--- config.mk ---
export PLATFORM = sky130hd
export DESIGN_NAME = update_download_supervisor
export DESIGN_NICKNAME = d
export VERILOG_FILES = /design/src/rtl/uds_pkg.sv /design/src/rtl/uds_datapath.sv /design/src/rtl/uds_ctrl.sv /design/src/rtl/update_download_supervisor.sv
export SDC_FILE = /design/constraint.sdc
export NUM_CORES = 2
export LEC_CHECK = 0
export BUFFER_PORTS_ARGS = -buffer_cell sky130_fd_sc_hd__clkbuf_2
export CAP_MARGIN = 0
export CELL_PAD_IN_SITES_DETAIL_PLACEMENT = 2
export CELL_PAD_IN_SITES_GLOBAL_PLACEMENT = 2
export CORE_MARGIN = 2
export CORE_UTILIZATION = 35
export DETAILED_ROUTE_END_ITERATION = 8
export GPL_ROUTABILITY_DRIVEN = 0
export PLACE_DENSITY = 0.71
export SETUP_SLACK_MARGIN = 0.05
export SYNTH_ARGS = -nofsm -noshare
export SYNTH_HDL_FRONTEND = slang
export SYNTH_SLANG_ARGS = --single-unit
export TNS_END_PERCENT = 50
--- constraint.sdc ---
create_clock -name clock -period 9.15 [get_ports clock]
set_clock_uncertainty 0.15 [all_clocks]
set_input_delay 0.915 -clock clock [delete_from_list [all_inputs] [get_ports clock]]
set_output_delay 0.915 -clock clock [all_outputs]
set_load 0.005 [all_outputs]
--- src/rtl/uds_pkg.sv ---
package uds_pkg;

   // Phase codes of the supervisor.
   localparam logic [2:0] PH_IDLE    = 3'd0;
   localparam logic [2:0] PH_CONNECT = 3'd1;
   localparam logic [2:0] PH_STREAM  = 3'd2;
   localparam logic [2:0] PH_FINAL   = 3'd3;
   localparam logic [2:0] PH_RETRY   = 3'd4;
   localparam logic [2:0] PH_RESTART = 3'd5;

   // Result event codes.
   localparam logic [2:0] EV_NONE     = 3'd0;
   localparam logic [2:0] EV_START    = 3'd1;
   localparam logic [2:0] EV_BEGUN    = 3'd2;
   localparam logic [2:0] EV_PROGRESS = 3'd3;
   localparam logic [2:0] EV_RETRY    = 3'd4;
   localparam logic [2:0] EV_ERROR    = 3'd5;
   localparam logic [2:0] EV_SUCCESS  = 3'd6;
   localparam logic [2:0] EV_RESTART  = 3'd7;

   // Reason codes.
   localparam logic [3:0] RS_NONE       = 4'd0;
   localparam logic [3:0] RS_BAD_URL    = 4'd1;
   localparam logic [3:0] RS_BUSY       = 4'd2;
   localparam logic [3:0] RS_LINK_CONN  = 4'd3;
   localparam logic [3:0] RS_SESSION    = 4'd4;
   localparam logic [3:0] RS_HTTP       = 4'd5;
   localparam logic [3:0] RS_LENGTH     = 4'd6;
   localparam logic [3:0] RS_FLASH_BEG  = 4'd7;
   localparam logic [3:0] RS_DIGEST     = 4'd8;
   localparam logic [3:0] RS_LINK_STRM  = 4'd9;
   localparam logic [3:0] RS_NO_STREAM  = 4'd10;
   localparam logic [3:0] RS_WRITE      = 4'd11;
   localparam logic [3:0] RS_CLOSED     = 4'd12;
   localparam logic [3:0] RS_TIMEOUT    = 4'd13;
   localparam logic [3:0] RS_SIZE       = 4'd14;
   localparam logic [3:0] RS_FINALIZE   = 4'd15;

   // Configuration register indexes.
   localparam logic [2:0] CSR_RETRY_LIMIT = 3'd0;
   localparam logic [2:0] CSR_BASE        = 3'd1;
   localparam logic [2:0] CSR_CAP         = 3'd2;
   localparam logic [2:0] CSR_TIMEOUT     = 3'd3;
   localparam logic [2:0] CSR_RESTART     = 3'd4;

   localparam logic [7:0] PCT_NONE = 8'hFF;

   // Commands from the controller to the datapath.
   typedef struct packed {
      logic load;       // capture the input transaction, evaluate the step
      logic div_start;  // begin the percent division
      logic div_step;   // one quotient bit
      logic commit;     // update the stored percent and the result register
   } cmd_type;

   // Status from the datapath to the controller.
   typedef struct packed {
      logic need_div;
      logic div_last;
   } sts_type;

endpackage

--- src/rtl/uds_datapath.sv ---
module uds_datapath #(
   parameter int MAX_CHUNK = 1024
) (
   input  logic                 clock,
   input  logic                 reset,
   input  uds_pkg::cmd_type     cmd,
   output uds_pkg::sts_type     sts,
   input  logic                 csr_valid,
   input  logic                 csr_ready,
   input  logic [2:0]           csr_index,
   input  logic [31:0]          csr_data,
   input  logic                 req_op,
   input  logic [31:0]          req_now_ms,
   input  logic                 req_url_ok,
   input  logic                 req_link_up,
   input  logic                 req_session_ok,
   input  logic                 req_status_ok,
   input  logic signed [31:0]   req_content_length,
   input  logic [1:0]           req_flash_setup,
   input  logic [10:0]          req_chunk_bytes,
   input  logic                 req_write_ok,
   input  logic                 req_peer_connected,
   input  logic                 req_finish_ok,
   output logic [2:0]           rsp_event_res,
   output logic [6:0]           rsp_progress_pct,
   output logic [3:0]           rsp_reason_code,
   output logic [19:0]          rsp_delay_ms,
   output logic                 rsp_accepted,
   output logic                 rsp_busy_res
);

   localparam logic [32:0] CHUNK_MAX = 33'(MAX_CHUNK);

   // Configuration registers.
   logic [3:0]  retry_limit_ff;
   logic [15:0] base_ff;
   logic [19:0] cap_ff;
   logic [19:0] timeout_ff;
   logic [15:0] restart_ff;

   always_ff @(posedge clock) begin
      if (reset) begin
         retry_limit_ff <= 4'd5;
         base_ff        <= 16'd2000;
         cap_ff         <= 20'd60000;
         timeout_ff     <= 20'd10000;
         restart_ff     <= 16'd800;
      end else if (csr_valid && csr_ready) begin
         case (csr_index)
            uds_pkg::CSR_RETRY_LIMIT: retry_limit_ff <= csr_data[3:0];
            uds_pkg::CSR_BASE:        base_ff        <= csr_data[15:0];
            uds_pkg::CSR_CAP:         cap_ff         <= csr_data[19:0];
            uds_pkg::CSR_TIMEOUT:     timeout_ff     <= csr_data[19:0];
            uds_pkg::CSR_RESTART:     restart_ff     <= csr_data[15:0];
            default: ;
         endcase
      end
   end

   // Supervisor state.
   logic [2:0]  phase_ff, phase_in;
   logic [3:0]  retries_ff, retries_in;
   logic [31:0] due_ff, due_in;
   logic [31:0] last_data_ff, last_data_in;
   logic [30:0] expected_ff, expected_in;
   logic [31:0] written_ff, written_in;
   logic [7:0]  last_pct_ff, last_pct_in;

   // Pending step result, held while the division runs.
   logic [2:0]  p_ev_ff, p_ev_in;
   logic [6:0]  p_pct_ff, p_pct_in;
   logic [3:0]  p_reason_ff, p_reason_in;
   logic [19:0] p_delay_ff, p_delay_in;
   logic        p_acc_ff, p_acc_in;
   logic        p_div_ff, p_div_in;

   // Restoring divider: dividend written*100 (39 bits) by expected.
   logic [38:0] quo_ff;
   logic [31:0] rem_ff;
   logic [5:0]  cnt_ff;

   // Step evaluation on the captured input.
   logic [31:0] now;
   logic [3:0]  why;
   logic        do_retry;
   logic [31:0] wait_shift;
   logic [19:0] wait_ms;
   logic [32:0] chunk;
   logic [32:0] sum;
   logic [6:0]  known_pct;

   always_comb begin
      now = req_now_ms;
      known_pct = (last_pct_ff == uds_pkg::PCT_NONE) ? 7'd0 : last_pct_ff[6:0];
      // A 16-bit base shifted by at most 15 always fits in 32 bits.
      wait_shift = {16'd0, base_ff} << retries_ff;
      if (wait_shift > {12'd0, cap_ff})
         wait_ms = cap_ff;
      else
         wait_ms = wait_shift[19:0];
      chunk = {22'd0, req_chunk_bytes};
      if (chunk > CHUNK_MAX) chunk = CHUNK_MAX;
      sum = {1'b0, written_ff} + chunk;

      phase_in = phase_ff; retries_in = retries_ff; due_in = due_ff;
      last_data_in = last_data_ff; expected_in = expected_ff;
      written_in = written_ff; last_pct_in = last_pct_ff;
      p_ev_in = uds_pkg::EV_NONE; p_pct_in = known_pct; p_reason_in = uds_pkg::RS_NONE;
      p_delay_in = 20'd0; p_acc_in = 1'b0; p_div_in = 1'b0;
      why = uds_pkg::RS_NONE; do_retry = 1'b0;

      if (req_op) begin
         if (!req_url_ok) begin
            p_ev_in = uds_pkg::EV_ERROR; p_pct_in = 7'd0; p_reason_in = uds_pkg::RS_BAD_URL;
         end else if (phase_ff != uds_pkg::PH_IDLE) begin
            p_ev_in = uds_pkg::EV_ERROR; p_reason_in = uds_pkg::RS_BUSY;
         end else begin
            retries_in = 4'd0; expected_in = 31'd0; written_in = 32'd0;
            last_pct_in = uds_pkg::PCT_NONE; due_in = now; phase_in = uds_pkg::PH_CONNECT;
            p_ev_in = uds_pkg::EV_START; p_pct_in = 7'd0; p_acc_in = 1'b1;
         end
      end else begin
         case (phase_ff)
            uds_pkg::PH_CONNECT: begin
               if (!req_link_up) begin do_retry = 1'b1; why = uds_pkg::RS_LINK_CONN; end
               else if (!req_session_ok) begin do_retry = 1'b1; why = uds_pkg::RS_SESSION; end
               else if (!req_status_ok) begin do_retry = 1'b1; why = uds_pkg::RS_HTTP; end
               else if (req_content_length <= 0) begin
                  do_retry = 1'b1; why = uds_pkg::RS_LENGTH;
               end else if (req_flash_setup != 2'd0) begin
                  expected_in = 31'd0; written_in = 32'd0; last_pct_in = uds_pkg::PCT_NONE;
                  phase_in = uds_pkg::PH_IDLE;
                  p_ev_in = uds_pkg::EV_ERROR; p_pct_in = 7'd0;
                  p_reason_in = (req_flash_setup == 2'd1) ? uds_pkg::RS_FLASH_BEG
                                                          : uds_pkg::RS_DIGEST;
               end else begin
                  expected_in = req_content_length[30:0]; written_in = 32'd0;
                  last_data_in = now; last_pct_in = 8'd0; phase_in = uds_pkg::PH_STREAM;
                  p_ev_in = uds_pkg::EV_BEGUN; p_pct_in = 7'd0;
               end
            end
            uds_pkg::PH_STREAM: begin
               if (!req_link_up) begin do_retry = 1'b1; why = uds_pkg::RS_LINK_STRM; end
               else if (!req_session_ok) begin do_retry = 1'b1; why = uds_pkg::RS_NO_STREAM; end
               else if (chunk != 33'd0) begin
                  if (!req_write_ok) begin do_retry = 1'b1; why = uds_pkg::RS_WRITE; end
                  else begin
                     written_in = sum[32] ? 32'hFFFF_FFFF : sum[31:0];
                     last_data_in = now;
                     p_div_in = 1'b1;   // percent finished after the division
                  end
               end else if (written_ff >= {1'b0, expected_ff}) begin
                  phase_in = uds_pkg::PH_FINAL;
               end else if (!req_peer_connected) begin
                  do_retry = 1'b1; why = uds_pkg::RS_CLOSED;
               end else if ((now - last_data_ff) > {12'd0, timeout_ff}) begin
                  do_retry = 1'b1; why = uds_pkg::RS_TIMEOUT;
               end
            end
            uds_pkg::PH_FINAL: begin
               if (written_ff != {1'b0, expected_ff}) begin
                  do_retry = 1'b1; why = uds_pkg::RS_SIZE;
               end else if (!req_finish_ok) begin
                  do_retry = 1'b1; why = uds_pkg::RS_FINALIZE;
               end else begin
                  last_pct_in = 8'd100; due_in = now + {16'd0, restart_ff};
                  phase_in = uds_pkg::PH_RESTART;
                  p_ev_in = uds_pkg::EV_SUCCESS; p_pct_in = 7'd100;
               end
            end
            uds_pkg::PH_RETRY: begin
               if (!(now - due_ff >= 32'h8000_0000)) phase_in = uds_pkg::PH_CONNECT;
            end
            uds_pkg::PH_RESTART: begin
               if (!(now - due_ff >= 32'h8000_0000)) begin
                  phase_in = uds_pkg::PH_IDLE; retries_in = 4'd0; due_in = 32'd0;
                  last_data_in = 32'd0; expected_in = 31'd0; written_in = 32'd0;
                  last_pct_in = uds_pkg::PCT_NONE;
                  p_ev_in = uds_pkg::EV_RESTART; p_pct_in = 7'd100;
               end
            end
            default: ;
         endcase
         if (do_retry) begin
            expected_in = 31'd0; written_in = 32'd0; last_pct_in = uds_pkg::PCT_NONE;
            p_pct_in = 7'd0; p_reason_in = why;
            if (retries_ff >= retry_limit_ff) begin
               phase_in = uds_pkg::PH_IDLE; p_ev_in = uds_pkg::EV_ERROR;
            end else begin
               retries_in = retries_ff + 4'd1; due_in = now + {12'd0, wait_ms};
               phase_in = uds_pkg::PH_RETRY; p_ev_in = uds_pkg::EV_RETRY;
               p_delay_in = wait_ms;
            end
         end
      end
   end

   // Divider step.
   logic [32:0] trial;
   assign trial = {rem_ff, quo_ff[38]} - {2'b0, expected_ff};

   logic [7:0] pct_new;
   always_comb begin
      if (expected_ff == 31'd0 || quo_ff > 39'd100) pct_new = 8'd100;
      else pct_new = quo_ff[7:0];
   end

   always_ff @(posedge clock) begin
      if (reset) begin
         phase_ff <= uds_pkg::PH_IDLE; retries_ff <= 4'd0; due_ff <= 32'd0;
         last_data_ff <= 32'd0; expected_ff <= 31'd0; written_ff <= 32'd0;
         last_pct_ff <= uds_pkg::PCT_NONE; p_div_ff <= 1'b0; cnt_ff <= 6'd0;
      end else begin
         if (cmd.load) begin
            phase_ff <= phase_in; retries_ff <= retries_in; due_ff <= due_in;
            last_data_ff <= last_data_in; expected_ff <= expected_in;
            written_ff <= written_in; last_pct_ff <= last_pct_in; p_div_ff <= p_div_in;
         end
         if (cmd.div_start) begin
            quo_ff <= 39'({7'd0, written_ff} * 39'd100);
            rem_ff <= 32'd0; cnt_ff <= 6'd0;
         end
         if (cmd.div_step) begin
            if (!trial[32]) begin
               rem_ff <= trial[31:0]; quo_ff <= {quo_ff[37:0], 1'b1};
            end else begin
               rem_ff <= {rem_ff[30:0], quo_ff[38]}; quo_ff <= {quo_ff[37:0], 1'b0};
            end
            cnt_ff <= cnt_ff + 6'd1;
         end
         if (cmd.commit && p_div_ff) begin
            if (pct_new != last_pct_ff) last_pct_ff <= pct_new;
         end
      end
   end

   // Pending result registers, payload only.
   always_ff @(posedge clock) begin
      if (cmd.load) begin
         p_ev_ff <= p_ev_in; p_pct_ff <= p_pct_in; p_reason_ff <= p_reason_in;
         p_delay_ff <= p_delay_in; p_acc_ff <= p_acc_in;
      end
   end

   // Result register.
   always_ff @(posedge clock) begin
      if (cmd.commit) begin
         if (p_div_ff) begin
            rsp_event_res <= (pct_new != last_pct_ff) ? uds_pkg::EV_PROGRESS
                                                      : uds_pkg::EV_NONE;
            rsp_progress_pct <= pct_new[6:0];
         end else begin
            rsp_event_res <= p_ev_ff; rsp_progress_pct <= p_pct_ff;
         end
         rsp_reason_code <= p_reason_ff; rsp_delay_ms <= p_delay_ff;
         rsp_accepted <= p_acc_ff; rsp_busy_res <= (phase_ff != uds_pkg::PH_IDLE);
      end
   end

   assign sts.need_div = p_div_ff;
   assign sts.div_last = (cnt_ff == 6'd38);

endmodule

--- src/rtl/uds_ctrl.sv ---
module uds_ctrl (
   input  logic               clock,
   input  logic               reset,
   input  logic               req_valid,
   output logic               req_ready,
   output logic               rsp_valid,
   input  logic               rsp_ready,
   output logic               csr_ready,
   output uds_pkg::cmd_type   cmd,
   input  uds_pkg::sts_type   sts
);

   localparam logic [2:0] ST_IDLE   = 3'd0;
   localparam logic [2:0] ST_CHECK  = 3'd1;
   localparam logic [2:0] ST_DIV    = 3'd2;
   localparam logic [2:0] ST_COMMIT = 3'd3;
   localparam logic [2:0] ST_OUT    = 3'd4;

   logic [2:0] state_ff, state_in;
   logic       rsp_valid_ff, rsp_valid_in;

   assign req_ready = (state_ff == ST_IDLE) && !rsp_valid_ff;
   assign csr_ready = req_ready;
   assign rsp_valid = rsp_valid_ff;

   // Sequencing of one transaction.
   always_comb begin
      state_in = state_ff;
      rsp_valid_in = rsp_valid_ff && !rsp_ready;
      cmd = '0;
      case (state_ff)
         ST_IDLE: begin
            if (req_valid && req_ready) begin
               cmd.load = 1'b1; state_in = ST_CHECK;
            end
         end
         ST_CHECK: begin
            if (sts.need_div) begin
               cmd.div_start = 1'b1; state_in = ST_DIV;
            end else state_in = ST_COMMIT;
         end
         ST_DIV: begin
            cmd.div_step = 1'b1;
            if (sts.div_last) state_in = ST_COMMIT;
         end
         ST_COMMIT: begin
            cmd.commit = 1'b1; state_in = ST_OUT;
         end
         ST_OUT: begin
            rsp_valid_in = 1'b1; state_in = ST_IDLE;
         end
         default: state_in = ST_IDLE;
      endcase
   end

   always_ff @(posedge clock) begin
      if (reset) begin
         state_ff <= ST_IDLE; rsp_valid_ff <= 1'b0;
      end else begin
         state_ff <= state_in; rsp_valid_ff <= rsp_valid_in;
      end
   end

endmodule

--- src/rtl/update_download_supervisor.sv ---
// Channel   Direction  Handshake             Contents
// req_      in         req_valid/req_ready   op, time and step outcomes
// rsp_      out        rsp_valid/rsp_ready   event, percent, reason, delay, flags
// csr_      in         csr_valid/csr_ready   register index and write data
// The result is offered once a transaction has passed the CHECK, COMMIT and OUT
// states; with a data chunk DIV comes between CHECK and COMMIT, and the percent is
// formed there by a one-bit-per-cycle restoring divider of 39 steps. One
// transaction is in flight at a time; the next is taken after the result has been
// accepted, so a stalled receiver stalls the input. Reset is synchronous and
// restores the register defaults.
module update_download_supervisor #(
   parameter int MAX_CHUNK = 1024
) (
   input  logic               clock,
   input  logic               reset,
   input  logic               req_valid,
   output logic               req_ready,
   input  logic               req_op,
   input  logic [31:0]        req_now_ms,
   input  logic               req_url_ok,
   input  logic               req_link_up,
   input  logic               req_session_ok,
   input  logic               req_status_ok,
   input  logic signed [31:0] req_content_length,
   input  logic [1:0]         req_flash_setup,
   input  logic [10:0]        req_chunk_bytes,
   input  logic               req_write_ok,
   input  logic               req_peer_connected,
   input  logic               req_finish_ok,
   output logic               rsp_valid,
   input  logic               rsp_ready,
   output logic [2:0]         rsp_event_res,
   output logic [6:0]         rsp_progress_pct,
   output logic [3:0]         rsp_reason_code,
   output logic [19:0]        rsp_delay_ms,
   output logic               rsp_accepted,
   output logic               rsp_busy_res,
   input  logic               csr_valid,
   output logic               csr_ready,
   input  logic [2:0]         csr_index,
   input  logic [31:0]        csr_data
);

   uds_pkg::cmd_type cmd;
   uds_pkg::sts_type sts;

   uds_ctrl u_ctrl (
      .clock, .reset, .req_valid, .req_ready, .rsp_valid, .rsp_ready,
      .csr_ready, .cmd, .sts
   );

   uds_datapath #(.MAX_CHUNK(MAX_CHUNK)) u_dp (
      .clock, .reset, .cmd, .sts, .csr_valid, .csr_ready, .csr_index, .csr_data,
      .req_op, .req_now_ms, .req_url_ok, .req_link_up, .req_session_ok,
      .req_status_ok, .req_content_length, .req_flash_setup, .req_chunk_bytes,
      .req_write_ok, .req_peer_connected, .req_finish_ok,
      .rsp_event_res, .rsp_progress_pct, .rsp_reason_code, .rsp_delay_ms,
      .rsp_accepted, .rsp_busy_res
   );

endmodule
==> out/results.tsv <==
stage	metric	value	unit
run_status	status	complete, no violations	
floorplanning	dieArea	83100	um^2
floorplanning	start_util	0.352	
clock_tree	clk_latency	610	ps
timing	drv_slew	0	
logic_synthesis	ys_seq_area_frac	0.313	
clock_tree	clkSlewWorstSetupHoldPaths	60	ps
timing	setup_viol	0	
floorplanning	die_h	288	um
logic_synthesis	synthMuxAreaShare	0.0228	
critical_path	crit_path_start_kind	flip-flop	
floorplanning	io_pins	164	
place	place_hpwl	83300	um
logic_synthesis	synth-adder-area-share	0.164	
finish	multi_input_area	17700	um^2
logic_synthesis	synth_top_family_by_area	compound AO/OA/AOI/OAI gates	
drt	drc_errors	0	
clock_tree	cts_root_buffer	clkbuf_16	
logic_synthesis	netlist_area	28300	um^2
clock_tree	clock_path_buffers	3	
timing	fmax	118	MHz
global_routing	antenna_found_initial	9	
timing	slew_headroom	0.209	
floorplanning	core	80300	um^2
critical_path	path_class	flip-flop to flip-flop	
clock_tree	post-cts-setup-buffers	0	
global_routing	grt_overflow	0	
critical_path	worst_ep_required_time	9480	ps
flow_run	cap_violations	0	
clock_tree	cts_htree_levels	2	
critical_path	slowest_delay	600	ps
finish	ff_latch_area	8850	um^2
finish	layout.cells.non_filler	4584	
timing	rsz0062_at_grt	no	
critical_path	end_kind	flip-flop	
logic_synthesis	synth_edf_count	142	
logic_synthesis	yosys_warnings	0	
hold_path	hp-class	flip-flop to flip-flop	
logic_synthesis	synth_most_common_cell	nand2_1	
drt	routed-via-count	26100	
logic_synthesis	synth-seq-cells	371	
critical_path	worst_path_max_delay_cell	dfxtp_1	
global_routing	grt_pass1_wl	168000	um
logic_synthesis	syn_inst	3380	
timing	final_hold_viol_count	0	
timing	post-route-period-util	0.926	
global_routing	grt_pass1_vias	29000	
logic_synthesis	synth_common_cells	nand2_1 (376), inv_1 (334), ha_1 (319), a21oi_1 (292), nor2_1 (240)	
finish	fillers	9008	
finish	drive_gt1_frac	0.104	
logic_synthesis	synth_compound_area_frac	0.216	
clock_tree	cts_inserted_buffers	49	
clock_tree	cts_resized	0	
logic_synthesis	synthTopCellsByArea	dfxtp_1 (16%), edfxtp_1 (15%), ha_1 (14%)	
floorplanning	fp-row-count	104	
logic_synthesis	postSynthAreaPerCell	8.37	um^2
global_routing	grt_use_total	0.257	
pwr	p_total	5.01	mW
critical_path	cp.arrival	8800	ps
logic_synthesis	synth_nets	3856	
logic_synthesis	async_reset_ff_frac	0	
finish	nets	3957	
floorplanning	die_w	288	um
drt	vias_per_cell	5.69	
logic_synthesis	yosysTopAreaCellShare	0.162	
timing	period_needed	8480	ps
timing	hold_ws	270	ps
clock_tree	holdBufCountCts	0	
drt	detail_route.first_pass.iterations	5	
logic_synthesis	yosys.area_share.simple	0.176	
pwr	ir_worst_vdd	127	uV
logic_synthesis	ys.flop_type	dfxtp_1	
place	dp_cells	4490	
logic_synthesis	synth_xor_area_frac	0.0436	
clock_tree	cts_tree	yes	
timing	setup_tns	0	ps
finish	post-route-util	0.399	
finish	syn2layout_area_growth	13.2	%
global_routing	grt_max_degree	87	
place	numPortBuffers	151	
drt	ant_nets	0	
timing	tightest_slew	1180	ps
critical_path	worst_path_most_repeated_cell	o21ai_0	
drt	wirelength	108000	um
drt	avgRoutedWirePerCell	23.6	um
drt	drtIter0Drc	1003	
pwr	p_per_area	156	nW/um^2
logic_synthesis	ys_types	91	
critical_path	crit_fanout	10	
clock_tree	cts_sinks	371	
logic_synthesis	yosys.area.top_type	dfxtp_1	
pwr	p_leak	13.3	nW
worst paths after layout:
path	start	end	slack, ps	cells after the start
max	u_dp.retries_ff[0]	u_dp.due_ff[22]	670	32
min	u_dp.p_reason_ff[3]	u_dp.rsp_reason_code[3]	270	0
max reg2reg	u_dp.retries_ff[0]	u_dp.due_ff[22]	670	32
min reg2reg	u_dp.p_reason_ff[3]	u_dp.rsp_reason_code[3]	270	0
worst max-delay path, delay by kind of cell, from the launching register on:
family          cells  cell delay, ps
mux                 3            1170
simple gates        6             510
flops               1             600
compound gates     17            4640
fa+ha+maj           3             720
buf+inv             3             530
kinds of logic (layout without fill, tap and decap cells):
logic type	Yosys count	after routing
AND/OR/NAND/NOR	1058	1058
AO/OA/AOI/OAI	930	930
buffers and inverters	474	616
flip-flops	371	371
adder cells (fa/ha/maj)	351	351
XOR/XNOR	141	141
multiplexers	55	55
other	0	2
metal layers:
layer  routed length, um  track usage  vias up
met3                2680       0.0251      175
met4                4390        0.101        8
met5                  46            0        -
met2               56700        0.489      348
met1               44100        0.293    13200
li1                    -            -    12300
placed cells by master, fill, tap and decap left out, types with 25 or more instances in the layout:
cell	Yosys	final
nand2_1	376	375
inv_1	334	332
ha_1	319	319
a21oi_1	292	291
nor2_1	240	237
dfxtp_1	229	228
clkbuf_2	0	150
o21ai_0	147	147
edfxtp_1	142	142
nand3_1	95	95
xnor2_1	94	93
a21o_1	86	86
a22oi_1	64	64
nor3_1	57	57
nor2b_1	55	55
nand4_1	51	51
clkbuf_16	0	50
xor2_1	47	46
a22o_1	40	40
buf_4	1	36
o21a_1	34	34
nor4_1	34	32
fa_1	32	32
nand2b_1	31	30
o22ai_1	30	30
a211oi_1	29	29
and3_1	28	28
o211ai_1	28	28
mux2i_1	25	25
mux2_2	25	25
registers in the layout (all words and copies together), names as in the netlist, 7 cells and up:
signal                 count
u_dp.p_delay_ff           20
u_dp.cap_ff               20
u_dp.rsp_progress_pct      7
u_dp.timeout_ff           20
u_dp.written_ff           32
u_dp.base_ff              16
u_dp.rem_ff               32
u_dp.restart_ff           16
u_dp.rsp_delay_ms         20
u_dp.expected_ff          31
u_dp.quo_ff               39
u_dp.p_pct_ff              7
u_dp.last_data_ff         32
u_dp.due_ff               32
u_dp.last_pct_ff           8
power breakdown:
group          switching (mW)  leakage (nW)  internal, mW
combinational           0.606          9.20         0.314
sequential             0.0603          3.19          1.83
clock                   0.847         0.875          1.36
cell type report:
type,count,area share
Timing Repair Buffer,188,0.0329
Sequential cell,371,0.276
Clock buffer,60,0.0418
Antenna cell,2,0.000156
Clock inverter,32,0.0149
Multi-Input combinational cell,2535,0.553
Tap cell,1060,0.0414
Inverter,336,0.0394
through the flow:
stage | cell area (um^2) | setup WS [ps]
after detailed placement | 30200 | 504
final | 32000 | 675
after CTS | 32000 | 389
after floorplan | 28300 | 1510
after global routing | 32000 | 119
after global placement | 30200 | 1120
Power figures use the tool's default switching activity.
